### config.mk
export PLATFORM = sky130hd
export DESIGN_NAME = digit_by_digit_square_root_top
export DESIGN_NICKNAME = d
export VERILOG_FILES = /design/src/sv/dbdsr_pkg.sv /design/src/sv/dbdsr_datapath.sv /design/src/sv/dbdsr_controller.sv /design/src/sv/digit_by_digit_square_root_top.sv
export SDC_FILE = /design/constraint.sdc
export NUM_CORES = 1
export LEC_CHECK = 0
export CORE_MARGIN = 5
export CORE_UTILIZATION = 30
export DETAILED_ROUTE_END_ITERATION = 10
export DONT_BUFFER_PORTS = 1
export PLACE_DENSITY = 0.41
export SYNTH_ARGS = -nofsm -noshare
export SYNTH_HDL_FRONTEND = slang
export SYNTH_SLANG_ARGS = --single-unit
### constraint.sdc
create_clock -name clk -period 10.8 [get_ports clk]
set_input_delay 0.54 -clock clk [delete_from_list [all_inputs] [get_ports clk]]
set_output_delay 0.54 -clock clk [all_outputs]
set_load 0.05 [all_outputs]
### src/sv/dbdsr_pkg.sv
// Shared types and constants for the digit-by-digit square root block.
// No dependencies; imported by the controller, the datapath and the top level.
package dbdsr_pkg;

  // Fixed field and state widths.
  localparam int RadicandW  = 31;
  localparam int RootW      = 26;
  localparam int RemW       = 40;
  localparam int CountW     = 17;
  localparam int DigitIdxW  = 2;

  // Controller states.
  typedef enum logic [2:0] {
    ST_IDLE,
    ST_INT,
    ST_SETUP,
    ST_FRAC,
    ST_FINISH
  } ctrl_state_t;

  // Commands from the controller to the datapath.
  typedef struct packed {
    logic load;    // Take a new radicand, start the integer part.
    logic step;    // Subtract the odd term and count it.
    logic commit;  // Fold the digit count into the root.
    logic setup;   // Scale the remainder and seed the odd term for a fraction digit.
    logic finish;  // Scale the root to thousandths into the output register.
  } dp_cmd_t;

  // Status from the datapath to the controller.
  typedef struct packed {
    logic fits;    // The current odd term does not exceed the remainder.
  } dp_status_t;

endpackage

### src/sv/dbdsr_datapath.sv
// Datapath of the square root: remainder, odd term, digit count, root and result.
// Depends on dbdsr_pkg; driven by dbdsr_controller commands.
module dbdsr_datapath import dbdsr_pkg::*; #(
  parameter int RADICAND_BITS   = 31,
  parameter int FRACTION_DIGITS = 3
) (
  input  logic                 clk,
  input  logic [RadicandW-1:0] radicand,
  input  dp_cmd_t              cmd,
  output dp_status_t           status,
  output logic [RootW-1:0]     root_thousandths
);

  localparam logic [RadicandW-1:0] RadMask =
    RadicandW'((64'd1 << RADICAND_BITS) - 64'd1);

  logic [RemW-1:0]   remainder;
  logic [RemW-1:0]   odd_term;
  logic [CountW-1:0] digit_counter;
  logic [RootW-1:0]  root_so_far;
  logic [RemW:0]     diff;
  logic [RootW-1:0]  root_committed;
  logic [RemW-1:0]   rem_scaled;
  logic [RemW-1:0]   odd_seed;
  logic [RemW-1:0]   root_wide;
  logic [RootW-1:0]  root_scaled;

  // One wide subtract serves both the compare and the new remainder.
  assign diff        = {1'b0, remainder} - {1'b0, odd_term};
  assign status.fits = ~diff[RemW];

  // Shift-and-add forms of the decimal scalings.
  assign root_committed = (root_so_far << 3) + (root_so_far << 1)
                        + RootW'(digit_counter);
  assign rem_scaled     = (remainder << 6) + (remainder << 5) + (remainder << 2);
  assign root_wide      = RemW'(root_so_far);
  assign odd_seed       = (root_wide << 4) + (root_wide << 2) + RemW'(1);

  // Pad missing fraction digits with zeros so the result stays in thousandths.
  always_comb begin
    unique case (FRACTION_DIGITS)
      1:       root_scaled = (root_so_far << 6) + (root_so_far << 5) + (root_so_far << 2);
      2:       root_scaled = (root_so_far << 3) + (root_so_far << 1);
      default: root_scaled = root_so_far;
    endcase
  end

  // Working registers; payload only, so no reset.
  always_ff @(posedge clk) begin
    if (cmd.load) begin
      remainder     <= RemW'(radicand & RadMask);
      odd_term      <= RemW'(1);
      digit_counter <= '0;
      root_so_far   <= '0;
    end else if (cmd.step) begin
      remainder     <= diff[RemW-1:0];
      odd_term      <= odd_term + RemW'(2);
      digit_counter <= digit_counter + CountW'(1);
    end else if (cmd.commit) begin
      root_so_far   <= root_committed;
    end else if (cmd.setup) begin
      remainder     <= rem_scaled;
      odd_term      <= odd_seed;
      digit_counter <= '0;
    end
    if (cmd.finish) begin
      root_thousandths <= root_scaled;
    end
  end

endmodule

### src/sv/dbdsr_controller.sv
// Sequencer for the square root: integer part, fraction digits, result handoff.
// Depends on dbdsr_pkg; commands dbdsr_datapath and owns both handshakes.
module dbdsr_controller import dbdsr_pkg::*; #(
  parameter int FRACTION_DIGITS = 3
) (
  input  logic       clk,
  input  logic       rst,
  input  logic       in_valid,
  output logic       in_stall,
  output logic       out_valid,
  input  logic       out_stall,
  input  dp_status_t status,
  output dp_cmd_t    cmd
);

  localparam logic [DigitIdxW-1:0] LastDigit = DigitIdxW'(FRACTION_DIGITS - 1);

  ctrl_state_t          state, state_next;
  logic [DigitIdxW-1:0] digit, digit_next;
  logic                 out_valid_next;

  // State, digit index and output valid flag.
  always_ff @(posedge clk) begin
    if (rst) begin
      state     <= ST_IDLE;
      digit     <= '0;
      out_valid <= 1'b0;
    end else begin
      state     <= state_next;
      digit     <= digit_next;
      out_valid <= out_valid_next;
    end
  end

  // Next state and datapath commands.
  always_comb begin
    state_next     = state;
    digit_next     = digit;
    cmd            = '0;
    in_stall       = 1'b1;
    out_valid_next = out_valid & out_stall;
    unique case (state)
      ST_IDLE: begin
        in_stall = 1'b0;
        if (in_valid) begin
          cmd.load   = 1'b1;
          state_next = ST_INT;
        end
      end
      ST_INT: begin
        if (status.fits) begin
          cmd.step = 1'b1;
        end else begin
          cmd.commit = 1'b1;
          digit_next = '0;
          state_next = ST_SETUP;
        end
      end
      ST_SETUP: begin
        cmd.setup  = 1'b1;
        state_next = ST_FRAC;
      end
      ST_FRAC: begin
        if (status.fits) begin
          cmd.step = 1'b1;
        end else begin
          cmd.commit = 1'b1;
          if (digit == LastDigit) begin
            state_next = ST_FINISH;
          end else begin
            digit_next = digit + DigitIdxW'(1);
            state_next = ST_SETUP;
          end
        end
      end
      ST_FINISH: begin
        // Wait until the output register is free or being emptied.
        if (!out_valid || !out_stall) begin
          cmd.finish     = 1'b1;
          out_valid_next = 1'b1;
          state_next     = ST_IDLE;
        end
      end
      default: state_next = ST_IDLE;
    endcase
  end

endmodule

### src/sv/digit_by_digit_square_root_top.sv
// Digit-by-digit square root, result in thousandths. One item at a time.
// Sequence: the integer part by odd-term subtraction, then per fraction digit a setup
// step and its subtract steps, then a finish step into the output register.
// The odd-term subtract loop sets the rate.
// A finished beat waits in the output register while the next radicand is taken.
// Reset (rst, synchronous) returns the sequencer to idle and clears out_valid.
module digit_by_digit_square_root_top import dbdsr_pkg::*; #(
  parameter int RADICAND_BITS   = 31,
  parameter int FRACTION_DIGITS = 3
) (
  input  logic                 clk,
  input  logic                 rst,
  input  logic                 in_valid,
  output logic                 in_stall,
  input  logic [RadicandW-1:0] radicand,
  output logic                 out_valid,
  input  logic                 out_stall,
  output logic [RootW-1:0]     root_thousandths
);

  dp_cmd_t    cmd;
  dp_status_t status;

  // Sequencer.
  dbdsr_controller #(
    .FRACTION_DIGITS(FRACTION_DIGITS)
  ) u_controller (
    .clk      (clk),
    .rst      (rst),
    .in_valid (in_valid),
    .in_stall (in_stall),
    .out_valid(out_valid),
    .out_stall(out_stall),
    .status   (status),
    .cmd      (cmd)
  );

  // Arithmetic.
  dbdsr_datapath #(
    .RADICAND_BITS  (RADICAND_BITS),
    .FRACTION_DIGITS(FRACTION_DIGITS)
  ) u_datapath (
    .clk             (clk),
    .radicand        (radicand),
    .cmd             (cmd),
    .status          (status),
    .root_thousandths(root_thousandths)
  );

endmodule

==> flow_metrics.tcl, run 1 <==
set metrics [dict create \
    chipWidth_um 226 \
    startpoint_type "flip-flop" \
    clkTransAtPathRegs_ns 0.07 \
    cts_root_buffer "clkbuf_16" \
    reg2reg_depth 14 \
    grt_max_degree 60 \
    track_usage_pct 17.4 \
    cts_hold_buf 0 \
    synth_top_cell_area_share_pct 14.0 \
    post-route-period-util_pct 43.5 \
    netlist_area_um2 14000 \
    synth_top_family_by_area "compound AO/OA/AOI/OAI gates" \
    synth_top_area_cell "dfxtp_1" \
    critPathKind "flip-flop to flip-flop" \
    start_util_pct 30.1 \
    syn_inst 1668 \
    cts_made_buffers 17 \
    ys_seq_elements 155 \
    grt_pass1_wl_um 69400 \
    synthTopCellsByArea "dfxtp_1 14%, edfxtp_1 12%, ha_1 11%" \
    area_delta_synth_final_pct 8.15 \
    wirelength_um 43400 \
    h-tree-depth 4 \
    boundaryPins 63 \
    die_h_um 226 \
    synthDistinctLibCells 83 \
    critPathMaxFanout 57 \
    slew_headroom_pct 33.0 \
    worstSkewPairLatency_ns 0.50 \
    design_area_um2 15100 \
    antenna_found_initial 0 \
    antenna_cells 0 \
    fp.coreArea_um2 46400 \
    portBuffers 0 \
    layout.nets 1853 \
    synth_most_common_cell "nand2_1" \
    hold_ws_ns 0.104 \
    syn-num-nets 1888 \
    max-cap-violations 0 \
    placed_cell_area_um2 14500 \
    yosys-top-cells-count "170 x nand2_1, 166 x nor2_1, 152 x a21oi_1" \
    cts_tree "built" \
    cp_cell_sequence "inv_1 > ha_1 > inv_1 > fa_1 > a211oi_1 > o21ai_0 > a22oi_1 > a211oi_2 > o2111ai_1 > and2b_4 > buf_4 > nor2_1 > a222oi_1 > o21ai_0" \
    max_stage_delay_ns 0.66 \
    crit_cells 14 \
    rows 79 \
    die_area_um2 51000 \
    synthMuxAreaShare_pct 0.868 \
    ys_seq_area_share_pct 26.3 \
    drtPass1Iterations 5 \
    grt_pass1_vias 12000 \
    post-dp-hpwl_um 32600 \
    layout-drive-gt1-share_pct 4.13 \
    required_ns 11.17 \
    hold_path_depth 1 \
    critPathArrivalTime_ns 5.07 \
    setup_viol 0 \
    synth_xor_area_share_pct 6.20 \
    async_flop_share_pct 0 \
    crit_path_end_kind "flip-flop" \
    hold_path_class "primary input to flip-flop" \
    ys.flop_type "dfxtp_1" \
    fillers 4899 \
    fin_crit_ns 4.70 \
    rsz0062_at_grt "no" \
    setup_total_negative_slack_ns 0 \
    path_delay_family "compound AO/OA/AOI/OAI gates" \
    setup_slack_ns 6.10 \
    synthSimpleGateAreaFrac_pct 17.8 \
    cts_buffer_depth 2 \
    overflow 0 \
    critPathBufInv 3 \
    avgSynthCellArea_um2 8.38 \
    place_congestion 0.852 \
    slew_viol_final 0 \
    synth-compound-area-share_pct 25.0 \
    drcViolationCount 0 \
    tightest_slew_ns 1.00 \
    cts_setup_buffers 0 \
    fmax_ghz 0.213 \
    dp_slack_ns 6.15 \
    synthAdderAreaFrac_pct 19.7 \
    hold_viol_final 0 \
    synth_warnings 0 \
    vias_per_cell 5.37 \
    drt_iter0_drc 750 \
    synth-edff-count 57 \
    cts.sinks 155 \
    drtAntennaViolNets 0 \
    avgRoutedWirePerCell_um 19.3 \
    skew_ns 0.0115 \
    route.vias.total 12100 \
    cp_slowest_cell "buf_4" \
    post_cts_resized 0 \
    status "finished, final reports clean" \
]
-- path summary, 6_finish.rpt --
kind / start / end / slack, ns
worst max-delay path: u_datapath.remainder[0]$_DFFE_PP_ / u_datapath.remainder[35]$_SDFFE_PP0P_ / 6.10
worst min-delay path: rst / u_controller.out_valid$_SDFF_PP0_ / 0.10
worst max register to register: u_datapath.remainder[0]$_DFFE_PP_ / u_datapath.remainder[35]$_SDFFE_PP0P_ / 6.10
worst min register to register: u_datapath.odd_term[0]$_SDFFE_PP1P_ / u_datapath.odd_term[0]$_SDFFE_PP1P_ / 0.46
-- metrics by stage --
step,cells,util [%]
after floorplan,1668,-
after global placement,2221,31.3
after detailed placement,2221,31.3
after CTS,2253,32.6
after global routing,2253,32.6
final,2253,32.6
-- cell type report --
class                   count  area [um^2]  area share, %
repair buffers              8         60.1          0.397
well taps                 607          759           5.02
clock inverters            13          126          0.836
multi-input cells        1385         9770           64.7
flip-flops and latches    155         3670           24.3
inverters                  66          248           1.64
clock buffers              19          475           3.15
-- registers in the layout, summed over array words and instances, names as in the netlist --
signal                       count
u_datapath.odd_term             40
u_datapath.remainder            40
u_controller.out_valid           1
u_datapath.digit_counter        17
u_controller.digit               2
u_datapath.root_scaled          26
u_controller.state               3
u_datapath.root_thousandths     26
-- worst register-to-register path: stages, from the launching register on --
cell and delay, ns:
edfxtp_1 0.45, inv_1 0.11, ha_1 0.18, inv_1 0.06, fa_1 0.41, a211oi_1 0.38
o21ai_0 0.19, a22oi_1 0.38, a211oi_2 0.16, o2111ai_1 0.38, and2b_4 0.65, buf_4 0.67
nor2_1 0.11, a222oi_1 0.32, o21ai_0 0.13
-- routing by layer --
| metal | wire (um) | up-vias | GRT usage (%) |
|---|---|---|---|
| li1 | - | 6036 | - |
| met1 | 21400 | 5837 | 24.0 |
| met2 | 19900 | 193 | 27.8 |
| met3 | 1410 | 36 | 3.50 |
| met4 | 800 | 0 | 4.90 |
| met5 | 0 | - | 0 |
-- cells in the final DEF, fill, tap and decap left out, types with 57 or more instances in the layout --
| master | n |
|---|---|
| a21oi_1 | 151 |
| dfxtp_1 | 98 |
| edfxtp_1 | 57 |
| fa_1 | 59 |
| ha_1 | 126 |
| inv_1 | 66 |
| nand2_1 | 169 |
| nor2_1 | 166 |
| o21ai_0 | 142 |
| xnor2_1 | 57 |
-- cell families (layout without fill, tap and decap cells) --
family / after synthesis / after routing
flip-flops: 155 / 155
multiplexers: 12 / 12
adder cells (fa/ha/maj): 185 / 185
AND/OR/NAND/NOR: 541 / 541
AO/OA/AOI/OAI: 548 / 548
buffers and inverters: 128 / 106
XOR/XNOR: 99 / 99
Power of run 1 is not shown: default switching activity piles up to over one toggle a cycle in this logic, so the estimate is an artifact.
==> run 2, diff against run 1 <==
--- a/config.mk
+++ b/config.mk
@@ -9,7 +9,7 @@
 export CORE_UTILIZATION = 30
 export DETAILED_ROUTE_END_ITERATION = 10
 export DONT_BUFFER_PORTS = 1
-export PLACE_DENSITY = 0.41
+export PLACE_DENSITY = 0.42
 export SYNTH_ARGS = -nofsm -noshare
 export SYNTH_HDL_FRONTEND = slang
 export SYNTH_SLANG_ARGS = --single-unit
==> constraint.sdc (replaced) <==
create_clock -name clk -period 4 [get_ports clk]
set_input_delay 0.2 -clock clk [delete_from_list [all_inputs] [get_ports clk]]
set_output_delay 0.2 -clock clk [all_outputs]
set_load 0.05 [all_outputs]
==> flow_metrics.tcl, run 2 (same netlist as run 1, synthesis figures left out) <==
set metrics [dict create \
    status "finished, final reports clean" \
    critPathKind "flip-flop to flip-flop" \
    slew_headroom_pct 32.9 \
    cts_buffer_depth 2 \
    final_cell_mix "169 x nand2_1, 166 x nor2_1, 151 x a21oi_1, 139 x o21ai_0, 125 x ha_1" \
    post-dp-hpwl_um 33400 \
    rsz0062_at_grt "yes" \
    grt_max_degree 49 \
    startpoint_type "flip-flop" \
    crit_path_end_kind "flip-flop" \
    slew_viol_final 0 \
    drcViolationCount 0 \
    drtPass1Iterations 5 \
    cts_tree "built" \
    overflow 0 \
    fin_cells 2338 \
    layout.nets 1938 \
    path_delay_family "compound AO/OA/AOI/OAI gates" \
    track_usage_pct 17.4 \
    start_util_pct 30.1 \
    max_stage_delay_ns 0.52 \
    place_congestion 0.869 \
    clkTransAtPathRegs_ns 0.07 \
    top_regs "u_datapath.odd_term x40, u_datapath.remainder x40" \
    layout-drive-gt1-share_pct 7.63 \
    critPathMaxFanout 3 \
    fmax_ghz 0.257 \
    grt_pass1_vias 12500 \
    cp_slowest_cell "or4b_4" \
    cp_cell_sequence "fa_1 > ha_2 > fa_2 > a211oi_4 > o211ai_1 > a31oi_2 > or4b_4 > a41oi_4 > buf_6 > o41ai_4 > a211oi_2 > xor2_1 > o221ai_1" \
    fillers 4824 \
    fin_util_pct 34.5 \
    final_common_cell "nand2_1" \
    die_area_um2 51000 \
    tightest_slew_ns 1.00 \
    area_delta_synth_final_pct 14.3 \
    rows 79 \
    cts_made_buffers 17 \
    fp.coreArea_um2 46400 \
    antenna_found_initial 0 \
    cts_root_buffer "clkbuf_16" \
    hold_ws_ns 0.111 \
    skew_ns 0.0178 \
    die_h_um 226 \
    boundaryPins 63 \
    post-route-period-util_pct 97.4 \
    chipWidth_um 226 \
    max-cap-violations 0 \
    h-tree-depth 4 \
    hold_viol_final 0 \
    avgRoutedWirePerCell_um 18.4 \
    setup_viol 0 \
    required_ns 4.35 \
    wirelength_um 43100 \
    drt_iter0_drc 701 \
    route.vias.total 12300 \
    critPathBufInv 1 \
    hold_path_class "primary input to flip-flop" \
    setup_total_negative_slack_ns 0 \
    worstSkewPairLatency_ns 0.49 \
    fin_crit_ns 3.90 \
    grt_pass1_wl_um 70300 \
    vias_per_cell 5.27 \
    r2r_slack_ns 0.10 \
    antenna_cells 0 \
    cts.sinks 155 \
    drtAntennaViolNets 0 \
    portBuffers 0 \
    dp.cells 2271 \
    critPathArrivalTime_ns 4.25 \
]
## run 2: cell count changes in the layout (fill, tap and decap cells not counted), sizes merged
cell,delta
clkinv,+1
dlygate4sd3,+31
bufinv,+1
clkbuf,-2
buf,+54
## run 2: layout make-up
class | count | area (um^2) | share of cell area [%]
well taps | 607 | 759 | 4.76
inverters | 66 | 248 | 1.55
flip-flops and latches | 155 | 3670 | 23.0
multi-input cells | 1385 | 9840 | 61.6
clock buffers | 17 | 425 | 2.66
repair buffers | 93 | 867 | 5.43
clock inverters | 15 | 161 | 1.01
## run 2: tightest hold or removal path: cells and delay by family
kind / cells / cell delay [ns]
compound gates: 1 / 0.14
simple gates: 2 / 0.21
## run 2: repair_timing
item | 4_1_cts | 5_1_grt
pin swaps | 6 | 17
buffers inserted | 3 | 2
endpoints found under the setup margin | 6 | 102
resized for setup | 4 | 13
endpoints found under the hold margin | 35 | 0
hold buffers | 31 | 0
## run 2: metrics by stage
stage / setup WS [ns] / area [um^2]
after global routing: -0.116 / 16000
after floorplan: 0.174 / 14000
after detailed placement: -0.255 / 15000
final: 0.103 / 16000
after CTS: 0.00802 / 15900
after global placement: -0.268 / 15000
## run 2: path summary, 6_finish.rpt
path / endpoint / from / cells after the start
setup / recovery: u_datapath.remainder[38]$_SDFFE_PP0P_ / u_datapath.remainder[4]$_DFFE_PP_ / 13
hold / removal: u_datapath.root_scaled[15]$_SDFFE_PP0P_ / in_valid / 3
setup reg to reg: u_datapath.remainder[38]$_SDFFE_PP0P_ / u_datapath.remainder[4]$_DFFE_PP_ / 13
hold reg to reg: u_datapath.odd_term[0]$_SDFFE_PP1P_ / u_datapath.odd_term[0]$_SDFFE_PP1P_ / 1
## run 2: routing by layer
layer / vias up / global-route usage [%] / share of wire, %
met5: - / 0 / 0
met4: 0 / 4.43 / 1.7
met1: 5887 / 24.0 / 49
met2: 190 / 28.2 / 46
li1: 6197 / - / -
met3: 37 / 3.31 / 3.3
Power of run 2 is left out for the same reason.
==> run 3, diff against run 2 <==
--- a/config.mk
+++ b/config.mk
@@ -5,7 +5,6 @@
 export SDC_FILE = /design/constraint.sdc
 export NUM_CORES = 1
 export LEC_CHECK = 0
-export CORE_MARGIN = 5
 export CORE_UTILIZATION = 30
 export DETAILED_ROUTE_END_ITERATION = 10
 export DONT_BUFFER_PORTS = 1
==> flow_metrics.tcl, run 3 (same netlist as run 1, synthesis figures left out) <==
set metrics [dict create \
    critPathArrivalTime_ns 4.31 \
    crit_path_end_kind "flip-flop" \
    vias_per_cell 5.34 \
    final_common_cell "nand2_1" \
    critPathKind "flip-flop to flip-flop" \
    grt_max_degree 49 \
    layout-drive-gt1-share_pct 7.35 \
    setup_viol 0 \
    top_regs "u_datapath.odd_term x40, u_datapath.remainder x40" \
    hold_path_depth 4 \
    required_ns 4.33 \
    rsz0062_at_grt "yes" \
    boundaryPins 63 \
    hold_viol_final 0 \
    drtPass1Iterations 5 \
    place_congestion 0.863 \
    portBuffers 0 \
    start_util_pct 30.6 \
    avgRoutedWirePerCell_um 18.4 \
    critPathMaxFanout 3 \
    track_usage_pct 18.7 \
    post-dp-hpwl_um 33000 \
    antenna_found_initial 0 \
    skew_ns 0.0167 \
    use_met3_pct 3.03 \
    dp_slack_ns -0.302 \
    grt-busiest-layer "met2" \
    fin_crit_ns 3.97 \
    startpoint_type "flip-flop" \
    fmax_ghz 0.252 \
    setup_slack_ns 0.0275 \
    die_area_um2 47500 \
    post-route-period-util_pct 99.3 \
    fillers 4821 \
    route.vias.total 12400 \
    area_delta_synth_final_pct 13.8 \
    grt_pass1_vias 12200 \
    slew_viol_final 0 \
    cts.sinks 155 \
    chipWidth_um 218 \
    worstSkewPairLatency_ns 0.49 \
    reg2reg_depth 13 \
    slew_headroom_pct 38.1 \
    drtAntennaViolNets 0 \
    cts_made_buffers 17 \
    fp.coreArea_um2 45700 \
    r2r_slack_ns 0.03 \
    wirelength_um 42800 \
    status "finished, final reports clean" \
    drcViolationCount 0 \
    rows 78 \
    cts_root_buffer "clkbuf_16" \
    hold_path_class "primary input to flip-flop" \
    die_h_um 218 \
    antenna_cells 0 \
    drt_iter0_drc 732 \
    clkTransAtPathRegs_ns 0.08 \
    met1_usage_pct 25.5 \
    grt_pass1_wl_um 68600 \
    overflow 0 \
    h-tree-depth 4 \
    cts_tree "built" \
    cts_buffer_depth 2 \
    layout.nets 1935 \
    final_cell_mix "169 x nand2_1, 166 x nor2_1, 151 x a21oi_1, 139 x o21ai_0, 125 x ha_1" \
    groute.layer.met2.usage_pct 29.9 \
    max-cap-violations 0 \
    tightest_slew_ns 0.927 \
]
[run 3: final timing paths]
| check | from | end |
|---|---|---|
| setup / recovery | u_datapath.remainder[1]$_DFFE_PP_ | u_datapath.remainder[38]$_SDFFE_PP0P_ |
| hold / removal | out_stall | u_controller.state[2]$_SDFFE_PP0P_ |
| setup reg to reg | u_datapath.remainder[1]$_DFFE_PP_ | u_datapath.remainder[38]$_SDFFE_PP0P_ |
| hold reg to reg | u_datapath.odd_term[0]$_SDFFE_PP1P_ | u_datapath.odd_term[0]$_SDFFE_PP1P_ |
[run 3: stage by stage]
stage / util, % / hold slack [ns] / cells / cell area [um^2] / TNS (ns)
after floorplan: - / 0.269 / 1668 / 14000 / 0
after global placement: 32.8 / 0.272 / 2262 / 15000 / -1.29
after detailed placement: 32.8 / 0.273 / 2262 / 15000 / -1.45
after CTS: 34.8 / 0.0212 / 2328 / 15900 / 0
after global routing: 34.8 / 0.0987 / 2328 / 15900 / -0.617
final: 34.8 / 0.0642 / 2328 / 15900 / 0
[run 3: final cells by class]
type                    instances  area (um^2)  share of cell area [%]
repair buffers                 90          868                    5.46
multi-input cells            1385         9820                    61.7
inverters                      66          248                    1.56
flip-flops and latches        155         3670                    23.1
well taps                     600          751                    4.72
clock inverters                14          124                   0.778
clock buffers                  18          429                    2.70
[run 3: repair_timing]
action / 4_1_cts / 5_1_grt
gates resized for setup: 8 / 8
hold buffers: 31 / 0
pin swaps: 12 / 4
setup endpoints to repair: 6 / 65
endpoints found under the hold margin: 35 / 0
cloned: 0 / 0
setup buffers: 3 / 0
[run 3: critical path, cell delays in order, from the launching register on]
cell      delay (ns)
edfxtp_1        0.44
fa_1            0.48
ha_2            0.20
fa_2            0.39
a211oi_4        0.25
o211ai_1        0.19
a31oi_2         0.29
or4b_4          0.52
a41oi_4         0.29
buf_6           0.14
o41ai_4         0.07
a211oi_2        0.25
xor2_1          0.16
o221ai_1        0.12
[run 3: layer usage]
metal  up-vias  routed length, um
met5         -                  0
met4         0                850
met3        44               1370
met2       172              19600
met1      6005              21000
li1       6212                  -
Power of run 3 is left out for the same reason.
